**config.mk**
```make
export PLATFORM = sky130hd
export DESIGN_NAME = tlb_fill_and_invalidate_unit
export DESIGN_NICKNAME = d
export VERILOG_FILES = /design/src/rtl/tlbfi_pkg.sv /design/src/rtl/tlbfi_ram.sv /design/src/rtl/tlbfi_front.sv /design/src/rtl/tlbfi_back.sv /design/src/rtl/tlb_fill_and_invalidate_unit.sv
export SDC_FILE = /design/constraint.sdc
export NUM_CORES = 2
export LEC_CHECK = 0
export BUFFER_PORTS_ARGS = -buffer_cell sky130_fd_sc_hd__buf_2
export CORE_MARGIN = 2
export CORE_UTILIZATION = 40
export DETAILED_ROUTE_END_ITERATION = 12
export PLACE_DENSITY = 0.57
export SLEW_MARGIN = 20
export SYNTH_ARGS = -nofsm -noshare
export SYNTH_HDL_FRONTEND = slang
export SYNTH_SLANG_ARGS = --single-unit
export TNS_END_PERCENT = 100
```
**constraint.sdc**
```tcl
create_clock -name clk -period 8.38 [get_ports clk]
set_clock_uncertainty 0.1 [all_clocks]
set_input_delay 1.676 -clock clk [delete_from_list [all_inputs] [get_ports clk]]
set_output_delay 1.676 -clock clk [all_outputs]
set_load 0.02 [all_outputs]
```
**src/rtl/tlbfi_pkg.sv**
```systemverilog
`default_nettype none

package tlbfi_pkg;

  localparam int ENTRIES_DEF = 64;
  localparam int PAGE_W      = 20;
  localparam int SLOT_W      = 6;
  localparam int S_TDATA_W   = 48;
  localparam int S_TUSER_W   = 2;
  localparam int M_TDATA_W   = 8;
  localparam int QDEPTH      = 2;

  typedef enum logic [1:0] {
    OP_INSERT     = 2'd0,
    OP_INVAL_PAGE = 2'd1,
    OP_INVAL_ALL  = 2'd2,
    OP_PROBE      = 2'd3
  } op_t;

  typedef struct packed {
    op_t               op;
    logic [PAGE_W-1:0] vp;
    logic [PAGE_W-1:0] pp;
    logic              ro;
  } cmd_t;

  // Stored entry, virtual page in the low bits.
  typedef struct packed {
    logic              writable;
    logic [PAGE_W-1:0] pp;
    logic [PAGE_W-1:0] vp;
  } entry_t;

  // Result item, slot in the low bits.
  typedef struct packed {
    logic              replaced;
    logic              hit;
    logic [SLOT_W-1:0] slot;
  } res_t;

endpackage

`default_nettype wire

```
**src/rtl/tlbfi_ram.sv**
```systemverilog
`default_nettype none

module tlbfi_ram #(
  parameter int WIDTH = 41,
  parameter int DEPTH = 64
) (
  input  wire logic                     clk,
  input  wire logic                     we,
  input  wire logic [$clog2(DEPTH)-1:0] waddr,
  input  wire logic [WIDTH-1:0]         wdata,
  input  wire logic [$clog2(DEPTH)-1:0] raddr,
  output logic      [WIDTH-1:0]         rdata
);

  logic [WIDTH-1:0] mem [DEPTH];

  always_ff @(posedge clk) begin
    if (we) begin
      mem[waddr] <= wdata;
    end
    rdata <= mem[raddr];
  end

endmodule

`default_nettype wire

```
**src/rtl/tlbfi_front.sv**
```systemverilog
`default_nettype none

module tlbfi_front (
  input  wire logic                                   clk,
  input  wire logic                                   rst,
  input  wire logic                                   s_tvalid,
  output logic                                        s_tready,
  input  wire logic [tlbfi_pkg::S_TDATA_W-1:0]        s_tdata,
  input  wire logic [tlbfi_pkg::S_TUSER_W-1:0]        s_tuser,
  output logic                                        cmd_valid,
  input  wire logic                                   cmd_ready,
  output tlbfi_pkg::cmd_t                             cmd
);

  import tlbfi_pkg::*;

  localparam int PTR_W = $clog2(QDEPTH);
  localparam int CNT_W = $clog2(QDEPTH + 1);

  cmd_t             q_mem [QDEPTH];
  logic [PTR_W-1:0] wr_ptr;
  logic [PTR_W-1:0] rd_ptr;
  logic [CNT_W-1:0] count;
  cmd_t             in_cmd;
  logic             push;
  logic             pop;

  // Decode the request into a command word.
  always_comb begin
    in_cmd.op = op_t'(s_tuser);
    in_cmd.vp = s_tdata[PAGE_W-1:0];
    in_cmd.pp = s_tdata[2*PAGE_W-1:PAGE_W];
    in_cmd.ro = s_tdata[2*PAGE_W];
  end

  assign s_tready  = (count != CNT_W'(QDEPTH));
  assign cmd_valid = (count != '0);
  assign cmd       = q_mem[rd_ptr];
  assign push      = s_tvalid && s_tready;
  assign pop       = cmd_valid && cmd_ready;

  always_ff @(posedge clk) begin
    if (push) begin
      q_mem[wr_ptr] <= in_cmd;
    end
  end

  always_ff @(posedge clk) begin
    if (rst) begin
      wr_ptr <= '0;
      rd_ptr <= '0;
      count  <= '0;
    end else begin
      if (push) begin
        wr_ptr <= (wr_ptr == PTR_W'(QDEPTH - 1)) ? '0 : wr_ptr + PTR_W'(1);
      end
      if (pop) begin
        rd_ptr <= (rd_ptr == PTR_W'(QDEPTH - 1)) ? '0 : rd_ptr + PTR_W'(1);
      end
      if (push && !pop) begin
        count <= count + CNT_W'(1);
      end else if (pop && !push) begin
        count <= count - CNT_W'(1);
      end
    end
  end

`ifndef SYNTH
  a_count_bound: assert property (@(posedge clk) disable iff (rst)
    count <= CNT_W'(QDEPTH))
    else $error("queue count above depth");

  a_count_track: assert property (@(posedge clk) disable iff (rst)
    (push && !pop) |=> (count == $past(count) + CNT_W'(1)))
    else $error("queue count missed a push");

  a_no_pop_empty: assert property (@(posedge clk) disable iff (rst)
    (count == '0) |=> !$past(pop))
    else $error("pop from empty queue");
`endif

endmodule

`default_nettype wire

```
**src/rtl/tlbfi_back.sv**
```systemverilog
`default_nettype none

module tlbfi_back #(
  parameter int ENTRIES = tlbfi_pkg::ENTRIES_DEF
) (
  input  wire logic                 clk,
  input  wire logic                 rst,
  input  wire logic                 cmd_valid,
  output logic                      cmd_ready,
  input  wire tlbfi_pkg::cmd_t      cmd,
  output logic                      res_valid,
  input  wire logic                 res_ready,
  output tlbfi_pkg::res_t           res
);

  import tlbfi_pkg::*;

  localparam int IDXW   = $clog2(ENTRIES);
  localparam int WORD_W = $bits(entry_t);
  localparam logic [IDXW-1:0] LAST = IDXW'(ENTRIES - 1);

  typedef enum logic [2:0] {
    S_IDLE = 3'b001,
    S_INS  = 3'b010,
    S_SCAN = 3'b100
  } state_t;

  state_t             state, state_next;
  cmd_t               cur, cur_next;
  logic [IDXW-1:0]    cnt, cnt_next;
  logic               issue_done, issue_done_next;
  logic               cmp_vld, cmp_vld_next;
  logic [IDXW-1:0]    cmp_idx, cmp_idx_next;
  logic [ENTRIES-1:0] valid, valid_next;
  logic [IDXW-1:0]    victim, victim_next;
  logic               out_valid, out_valid_next;
  res_t               out_res, out_res_next;

  logic               ram_we;
  logic [IDXW-1:0]    ram_waddr;
  entry_t             ram_wdata;
  logic [WORD_W-1:0]  ram_rdata;
  entry_t             rd_entry;
  logic               match;

  tlbfi_ram #(
    .WIDTH (WORD_W),
    .DEPTH (ENTRIES)
  ) u_ram (
    .clk   (clk),
    .we    (ram_we),
    .waddr (ram_waddr),
    .wdata (ram_wdata),
    .raddr (cnt),
    .rdata (ram_rdata)
  );

  assign rd_entry = entry_t'(ram_rdata);

  always_comb begin
    if (cur.op == OP_PROBE) begin
      match = valid[cmp_idx] && (rd_entry.vp == cur.vp);
    end else begin
      match = valid[cmp_idx] && (rd_entry.pp == cur.pp);
    end
  end

  assign cmd_ready = (state == S_IDLE) && !out_valid;
  assign res_valid = out_valid;
  assign res       = out_res;

  always_comb begin
    state_next         = state;
    cur_next           = cur;
    cnt_next           = cnt;
    issue_done_next    = issue_done;
    cmp_vld_next       = 1'b0;
    cmp_idx_next       = cnt;
    valid_next         = valid;
    victim_next        = victim;
    out_valid_next     = out_valid && !res_ready;
    out_res_next       = out_res;
    ram_we             = 1'b0;
    ram_waddr          = cnt;
    ram_wdata.writable = !cur.ro;
    ram_wdata.pp       = cur.pp;
    ram_wdata.vp       = cur.vp;

    unique case (state)
      S_IDLE: begin
        if (cmd_valid && cmd_ready) begin
          cur_next        = cmd;
          cnt_next        = '0;
          issue_done_next = 1'b0;
          unique case (cmd.op)
            OP_INSERT: begin
              state_next = S_INS;
            end
            OP_INVAL_PAGE, OP_PROBE: begin
              state_next = S_SCAN;
            end
            OP_INVAL_ALL: begin
              valid_next     = '0;
              out_valid_next = 1'b1;
              out_res_next   = '0;
            end
          endcase
        end
      end

      S_INS: begin
        if (!valid[cnt]) begin
          ram_we          = 1'b1;
          valid_next[cnt] = 1'b1;
          out_valid_next  = 1'b1;
          out_res_next    = '0;
          out_res_next.slot = SLOT_W'(cnt);
          state_next      = S_IDLE;
        end else if (cnt == LAST) begin
          ram_we             = 1'b1;
          ram_waddr          = victim;
          valid_next[victim] = 1'b1;
          victim_next        = (victim == LAST) ? '0 : victim + IDXW'(1);
          out_valid_next     = 1'b1;
          out_res_next       = '0;
          out_res_next.slot  = SLOT_W'(victim);
          out_res_next.replaced = 1'b1;
          state_next         = S_IDLE;
        end else begin
          cnt_next = cnt + IDXW'(1);
        end
      end

      S_SCAN: begin
        cmp_vld_next = !issue_done;
        if (!issue_done) begin
          if (cnt == LAST) begin
            issue_done_next = 1'b1;
          end else begin
            cnt_next = cnt + IDXW'(1);
          end
        end
        if (cmp_vld) begin
          if (cur.op == OP_PROBE && match) begin
            out_valid_next    = 1'b1;
            out_res_next      = '0;
            out_res_next.slot = SLOT_W'(cmp_idx);
            out_res_next.hit  = 1'b1;
            state_next        = S_IDLE;
          end else begin
            if (cur.op == OP_INVAL_PAGE && match) begin
              valid_next[cmp_idx] = 1'b0;
            end
            if (cmp_idx == LAST) begin
              out_valid_next = 1'b1;
              out_res_next   = '0;
              state_next     = S_IDLE;
            end
          end
        end
      end

      default: begin
        state_next = S_IDLE;
      end
    endcase
  end

  always_ff @(posedge clk) begin
    if (rst) begin
      state      <= S_IDLE;
      issue_done <= 1'b0;
      cmp_vld    <= 1'b0;
      valid      <= '0;
      victim     <= '0;
      out_valid  <= 1'b0;
    end else begin
      state      <= state_next;
      issue_done <= issue_done_next;
      cmp_vld    <= cmp_vld_next;
      valid      <= valid_next;
      victim     <= victim_next;
      out_valid  <= out_valid_next;
    end
  end

  always_ff @(posedge clk) begin
    cur     <= cur_next;
    cnt     <= cnt_next;
    cmp_idx <= cmp_idx_next;
    out_res <= out_res_next;
  end

`ifndef SYNTH
  a_victim_range: assert property (@(posedge clk) disable iff (rst)
    victim <= LAST)
    else $error("victim pointer out of range");

  a_insert_valid: assert property (@(posedge clk) disable iff (rst)
    ($rose(out_valid) && $past(state == S_INS)) |-> valid[out_res.slot[IDXW-1:0]])
    else $error("inserted slot not valid");

  a_hit_valid: assert property (@(posedge clk) disable iff (rst)
    ($rose(out_valid) && out_res.hit) |-> valid[out_res.slot[IDXW-1:0]])
    else $error("probe hit on invalid slot");

  a_replace_full: assert property (@(posedge clk) disable iff (rst)
    ($rose(out_valid) && out_res.replaced) |-> (&valid))
    else $error("replacement while a slot was free");

  a_flags_excl: assert property (@(posedge clk) disable iff (rst)
    out_valid |-> !(out_res.hit && out_res.replaced))
    else $error("hit and replaced both set");
`endif

endmodule

`default_nettype wire

```
**src/rtl/tlb_fill_and_invalidate_unit.sv**
```systemverilog
`default_nettype none

// Software-managed translation buffer of ENTRIES entries (2..64). Each request
// item carries an opcode on s_tuser (insert, invalidate by physical page,
// invalidate all, probe) and gives exactly one result item on m_tdata, in
// order. Insert takes the lowest free entry, or, when all are valid, the
// round-robin victim (replaced=1); it does not check for duplicates. Probe
// reports the lowest valid entry whose virtual page matches.
// Timing: requests go into a two-deep queue, so the front keeps taking items
// while the back works or a result waits, as long as the queue has room. The
// back handles one item at a time and walks the entries one per cycle. Insert
// walks the valid bits from entry 0 up to the first free one, or to the last
// entry when full; page invalidate reads every entry; probe reads entries up
// to the first hit, or every entry on a miss. Invalidate all raises m_tvalid
// at the same edge that moves the item out of the queue. The scan for page
// invalidate and probe is set by the single, registered read port of the
// entry RAM. A new item starts only once the previous result has been taken,
// in the cycle after that handshake at the earliest. No clearing pass: valid
// bits sit in flip-flops and reset clears them at once.

module tlb_fill_and_invalidate_unit #(
  parameter int ENTRIES = tlbfi_pkg::ENTRIES_DEF
) (
  input  wire logic                              clk,
  input  wire logic                              rst,
  input  wire logic                              s_tvalid,
  output logic                                   s_tready,
  // virt_page[19:0], phys_page[39:20], read_only[40], zero pad[47:41]
  input  wire logic [tlbfi_pkg::S_TDATA_W-1:0]   s_tdata,
  // opcode[1:0]
  input  wire logic [tlbfi_pkg::S_TUSER_W-1:0]   s_tuser,
  output logic                                   m_tvalid,
  input  wire logic                              m_tready,
  // slot[5:0], hit[6], replaced[7]
  output logic [tlbfi_pkg::M_TDATA_W-1:0]        m_tdata
);

  import tlbfi_pkg::*;

  // queue head between front and back
  logic cmd_valid;
  logic cmd_ready;
  cmd_t cmd;
  res_t res;

  tlbfi_front u_front (
    .clk       (clk),
    .rst       (rst),
    .s_tvalid  (s_tvalid),
    .s_tready  (s_tready),
    .s_tdata   (s_tdata),
    .s_tuser   (s_tuser),
    .cmd_valid (cmd_valid),
    .cmd_ready (cmd_ready),
    .cmd       (cmd)
  );

  // entry walker, valid bits, victim pointer and result register
  tlbfi_back #(
    .ENTRIES (ENTRIES)
  ) u_back (
    .clk       (clk),
    .rst       (rst),
    .cmd_valid (cmd_valid),
    .cmd_ready (cmd_ready),
    .cmd       (cmd),
    .res_valid (m_tvalid),
    .res_ready (m_tready),
    .res       (res)
  );

  assign m_tdata = M_TDATA_W'(res);

endmodule

`default_nettype wire
```
==> metrics.md <==
| Metric | Value |
|---|---|
| Status | complete, no violations |
| R2R Path End | u_back.u_ram.mem[38][16] |
| Synthesized area per cell | 17.8 µm² |
| Hpwl dp | about 180 mm |
| Setup TNS | 0 ps |
| Largest net degree at the start of global routing | between 100 and 150 |
| Wire length per cell after detailed routing | around 35 µm |
| 1st-pass router iterations | 5 |
| Antenna Nets Post-Route | 0 |
| Most common cell after layout, fill and taps aside | edfxtp_1 |
| Core area | 259000 µm² |
| Synth top area cells | edfxtp_1 78%, a22oi_1 6.7%, dfxtp_1 2.4% |
| Vias in the first global route | 58.5k |
| CP Launch Type | register |
| All-Layer GR Usage | 24.5% |
| Routability cong. | 0.849 |
| Share of the synthesized area in the top cell type | a little under 80% |
| Pleak | around 0.036 µW |
| Nets | about 6.1k |
| CTS Buffer Depth | 4 |
| Share of layout cells above drive strength 1 | roughly 14% |
| DRT Wirelength | around 330 mm |
| Crit path arrival time | 7350 ps |
| Final WS setup | about 1500 ps |
| Yosys reg bits | around 2.8k |
| Count of final setup violators | 0 |
| Root buf cell | clkbuf_16 |
| Synth Flop Type | edfxtp_1 |
| Post-CTS Setup Repair Bufs | 0 |
| Final Cell Area | about 120000 µm² |
| Hold WC Path Type | reg2reg |
| Die W | a little over 500 µm |
| DIE HEIGHT | just over 500 µm |
| Crit end category | register |
| Achievable Freq | between 0.1 and 0.15 GHz |
| Worst hold endpoint | u_back.cmp_vld |
| Final period util | just over 80% |
| Data required, critical path | approximately 8800 ps |
| Final worst path period need | between 6000 and 7000 ps |
| Std cell rows | ~190 |
| Clock Pin Slew Worst Setup and Hold Paths | ~70 ps |
| Later-pin clock latency in the skew report | between 900 and 1000 ps |
| Starting Density | approximately 40% |
| FF-to-FF path depth | 11 |
| Layout fillers | around 22k |
| Max Cap Viol | 0 |
| Vias after detailed routing | between 60k and 70k |
| Slew @ Worst Pin | between 1000 and 1500 ps |
| Max FO, Critical Path | 26 |
| Yosys warning count | 0 |
| Largest area contributor in the netlist | edfxtp_1 |
| Mapped Nets | ~5.9k |
| Hold Path Cell Cnt | 1 |
| Reg2Reg Launch Point | u_back.cmp_idx_next[3] |
| Post-synth cell types | slightly above 60 |
| IO Pins | 64 |
| Commonest non-fill, non-tap cells in the layout | 2700 x edfxtp_1, 926 x a22oi_1, 310 x clkbuf_16 |
| Worst reg2reg setup slack | approximately 1500 ps |
| Max IR drop VDD | ~0.23 mV |
| Cts hold-fix bufs | 0 |
| CTS buffer count | between 300 and 400 |
| Full die area | ~270000 µm² |
| 1st-iter DRT viols | slightly above 9k |
| Placed inst area | 110000 µm² |
| Via/cell ratio | between 6 and 7 |
| RSZ-0062 raised after global routing | no |
| Cell Pwr Density | ~340 nW/µm² |
| Mapped Area | roughly 100000 µm² |
| Slew headroom | 10.3% |
| Number of flops mapped to enable cells by yosys | 2700 |
| Gr ovfl total | 0 |
| First-pass GRT wire length | 461 mm |
| Hold slack | between 300 and 400 ps |
| Clk sinks | approximately 2.8k |
| PortBufs | 55 |
| Synth async-reset ratio | 0% |
| H-tree depth | 5 |
| Initial antenna violation count | 8 |
| Syn Inst Count | about 5.9k |
| Post_cts resized | 0 |
| CTS tree | built |
| Sequential element share of the synthesized area | between 80% and 90% |
| Final Slew Violations | 0 |
| Hold Violations, Final | 0 |
| Residual DRC | 0 |
| Hold wc startpoint | u_back.issue_done |
| Antenna Cells | 0 |
| Worst Path Class, Setup | reg2reg |
| P&R area growth vs syn | 14.2% |
| Dpl ws | between 1500 and 2000 ps |
-- flip-flops by register name, summed over array words and instances (netlist names), 2 cells and up, named ones only --
| signal | flops |
|---|---|
| u_back.cmp_idx | 6 |
| u_back.cmp_idx_next | 6 |
| u_back.cur | 42 |
| u_back.res | 8 |
| u_back.state | 3 |
| u_back.u_ram.mem | 2560 |
| u_back.u_ram.rdata | 40 |
| u_back.valid | 64 |
| u_back.victim | 6 |
| u_front.count | 2 |
| u_front.q_mem | 84 |
-- where the power goes --
part           total, µW  internal, µW  switching, µW
registers          18100         17600            473
logic               9870          2480           7390
clock network      12500          7130           5320
-- routing by layer --
metal  vias to the layer above  track usage, %  wire length (µm)
met2                      3840            37.9            153000
li1                      25100               -                 -
met4                         4            7.90             11500
met1                     32200            34.4            134000
met3                       621            5.66             35900
met5                         -               0                26
-- critical path, stage by stage (launching register included) --
cell and delay (ps):
edfxtp_1 840, nand2_1 710, buf_4 400, nor2_1 550
buf_4 330, a22o_1 380, o311ai_2 120, buf_4 260
o21ai_1 410, nand4b_1 940, nor2_4 1020, buf_12 310
-- stage by stage --
stage          power [µW]  util (%)  cells
2_1_floorplan       23600         -   5852
3_3_place_gp        27900      42.4   9120
3_5_place_dp        28100      42.5   9121
4_1_cts             40400      46.0   9644
5_1_grt             41600      46.0   9645
6_report            40400      46.0   9645
-- worst max-delay path by stage --
stage                           startpoint                  endpoint  cells after the start
floorplan                  u_back.state[2]             u_back.res[0]                      6
global placement    u_back.cmp_idx_next[3]  u_back.u_ram.mem[38][11]                     11
detailed placement  u_back.cmp_idx_next[3]  u_back.u_ram.mem[38][15]                     11
CTS                 u_back.cmp_idx_next[3]  u_back.u_ram.mem[38][16]                     11
global route        u_back.cmp_idx_next[3]  u_back.u_ram.mem[38][16]                     11
finish              u_back.cmp_idx_next[3]  u_back.u_ram.mem[38][16]                     11
-- cells in the mapped netlist, types with 15 or more instances --
cell type  number
o31a_1         18
o31ai_1        43
nand4_1        64
nand3_1        56
buf_1          59
clkbuf_1      302
nand2_1        61
xor2_1         39
buf_2          53
nor3_1         41
a31oi_1       185
o21ai_0        27
o211ai_1       69
mux2_2         49
a22o_1        185
a21oi_1       109
nor4_1         56
nor2_1        161
and3_1         15
a211oi_2       29
a22oi_1       926
edfxtp_1     2700
mux2i_1        17
dfxtp_1       127
a41oi_1        84
a221oi_1      190
o311a_1        16
mux4_2         21
-- logic make-up after synthesis --
group / Yosys count / synth area share (%)
adders and majority gates: 3 / 0.0360
muxes: 87 / 1.14
AOI/OAI and AO/OA: 1922 / 14.1
buffers and inverters: 432 / 1.66
DFF: 2827 / 80.1
and+or+nand+nor: 534 / 2.62
xor gates and xnor gates: 47 / 0.394
-- area by class of cell --
type                            instances  area, µm²  area share, %
Timing Repair Buffer                  289       2560           2.15
Clock inverter                        132        887          0.744
Sequential cell                      2827      83600           70.1
Clock buffer                          391       8170           6.85
Tap cell                             3402       4260           3.57
Multi-Input combinational cell       2593      19700           16.5
Inverter                               11       41.3         0.0346
No activity file was read; power rests on OpenSTA's default activity.
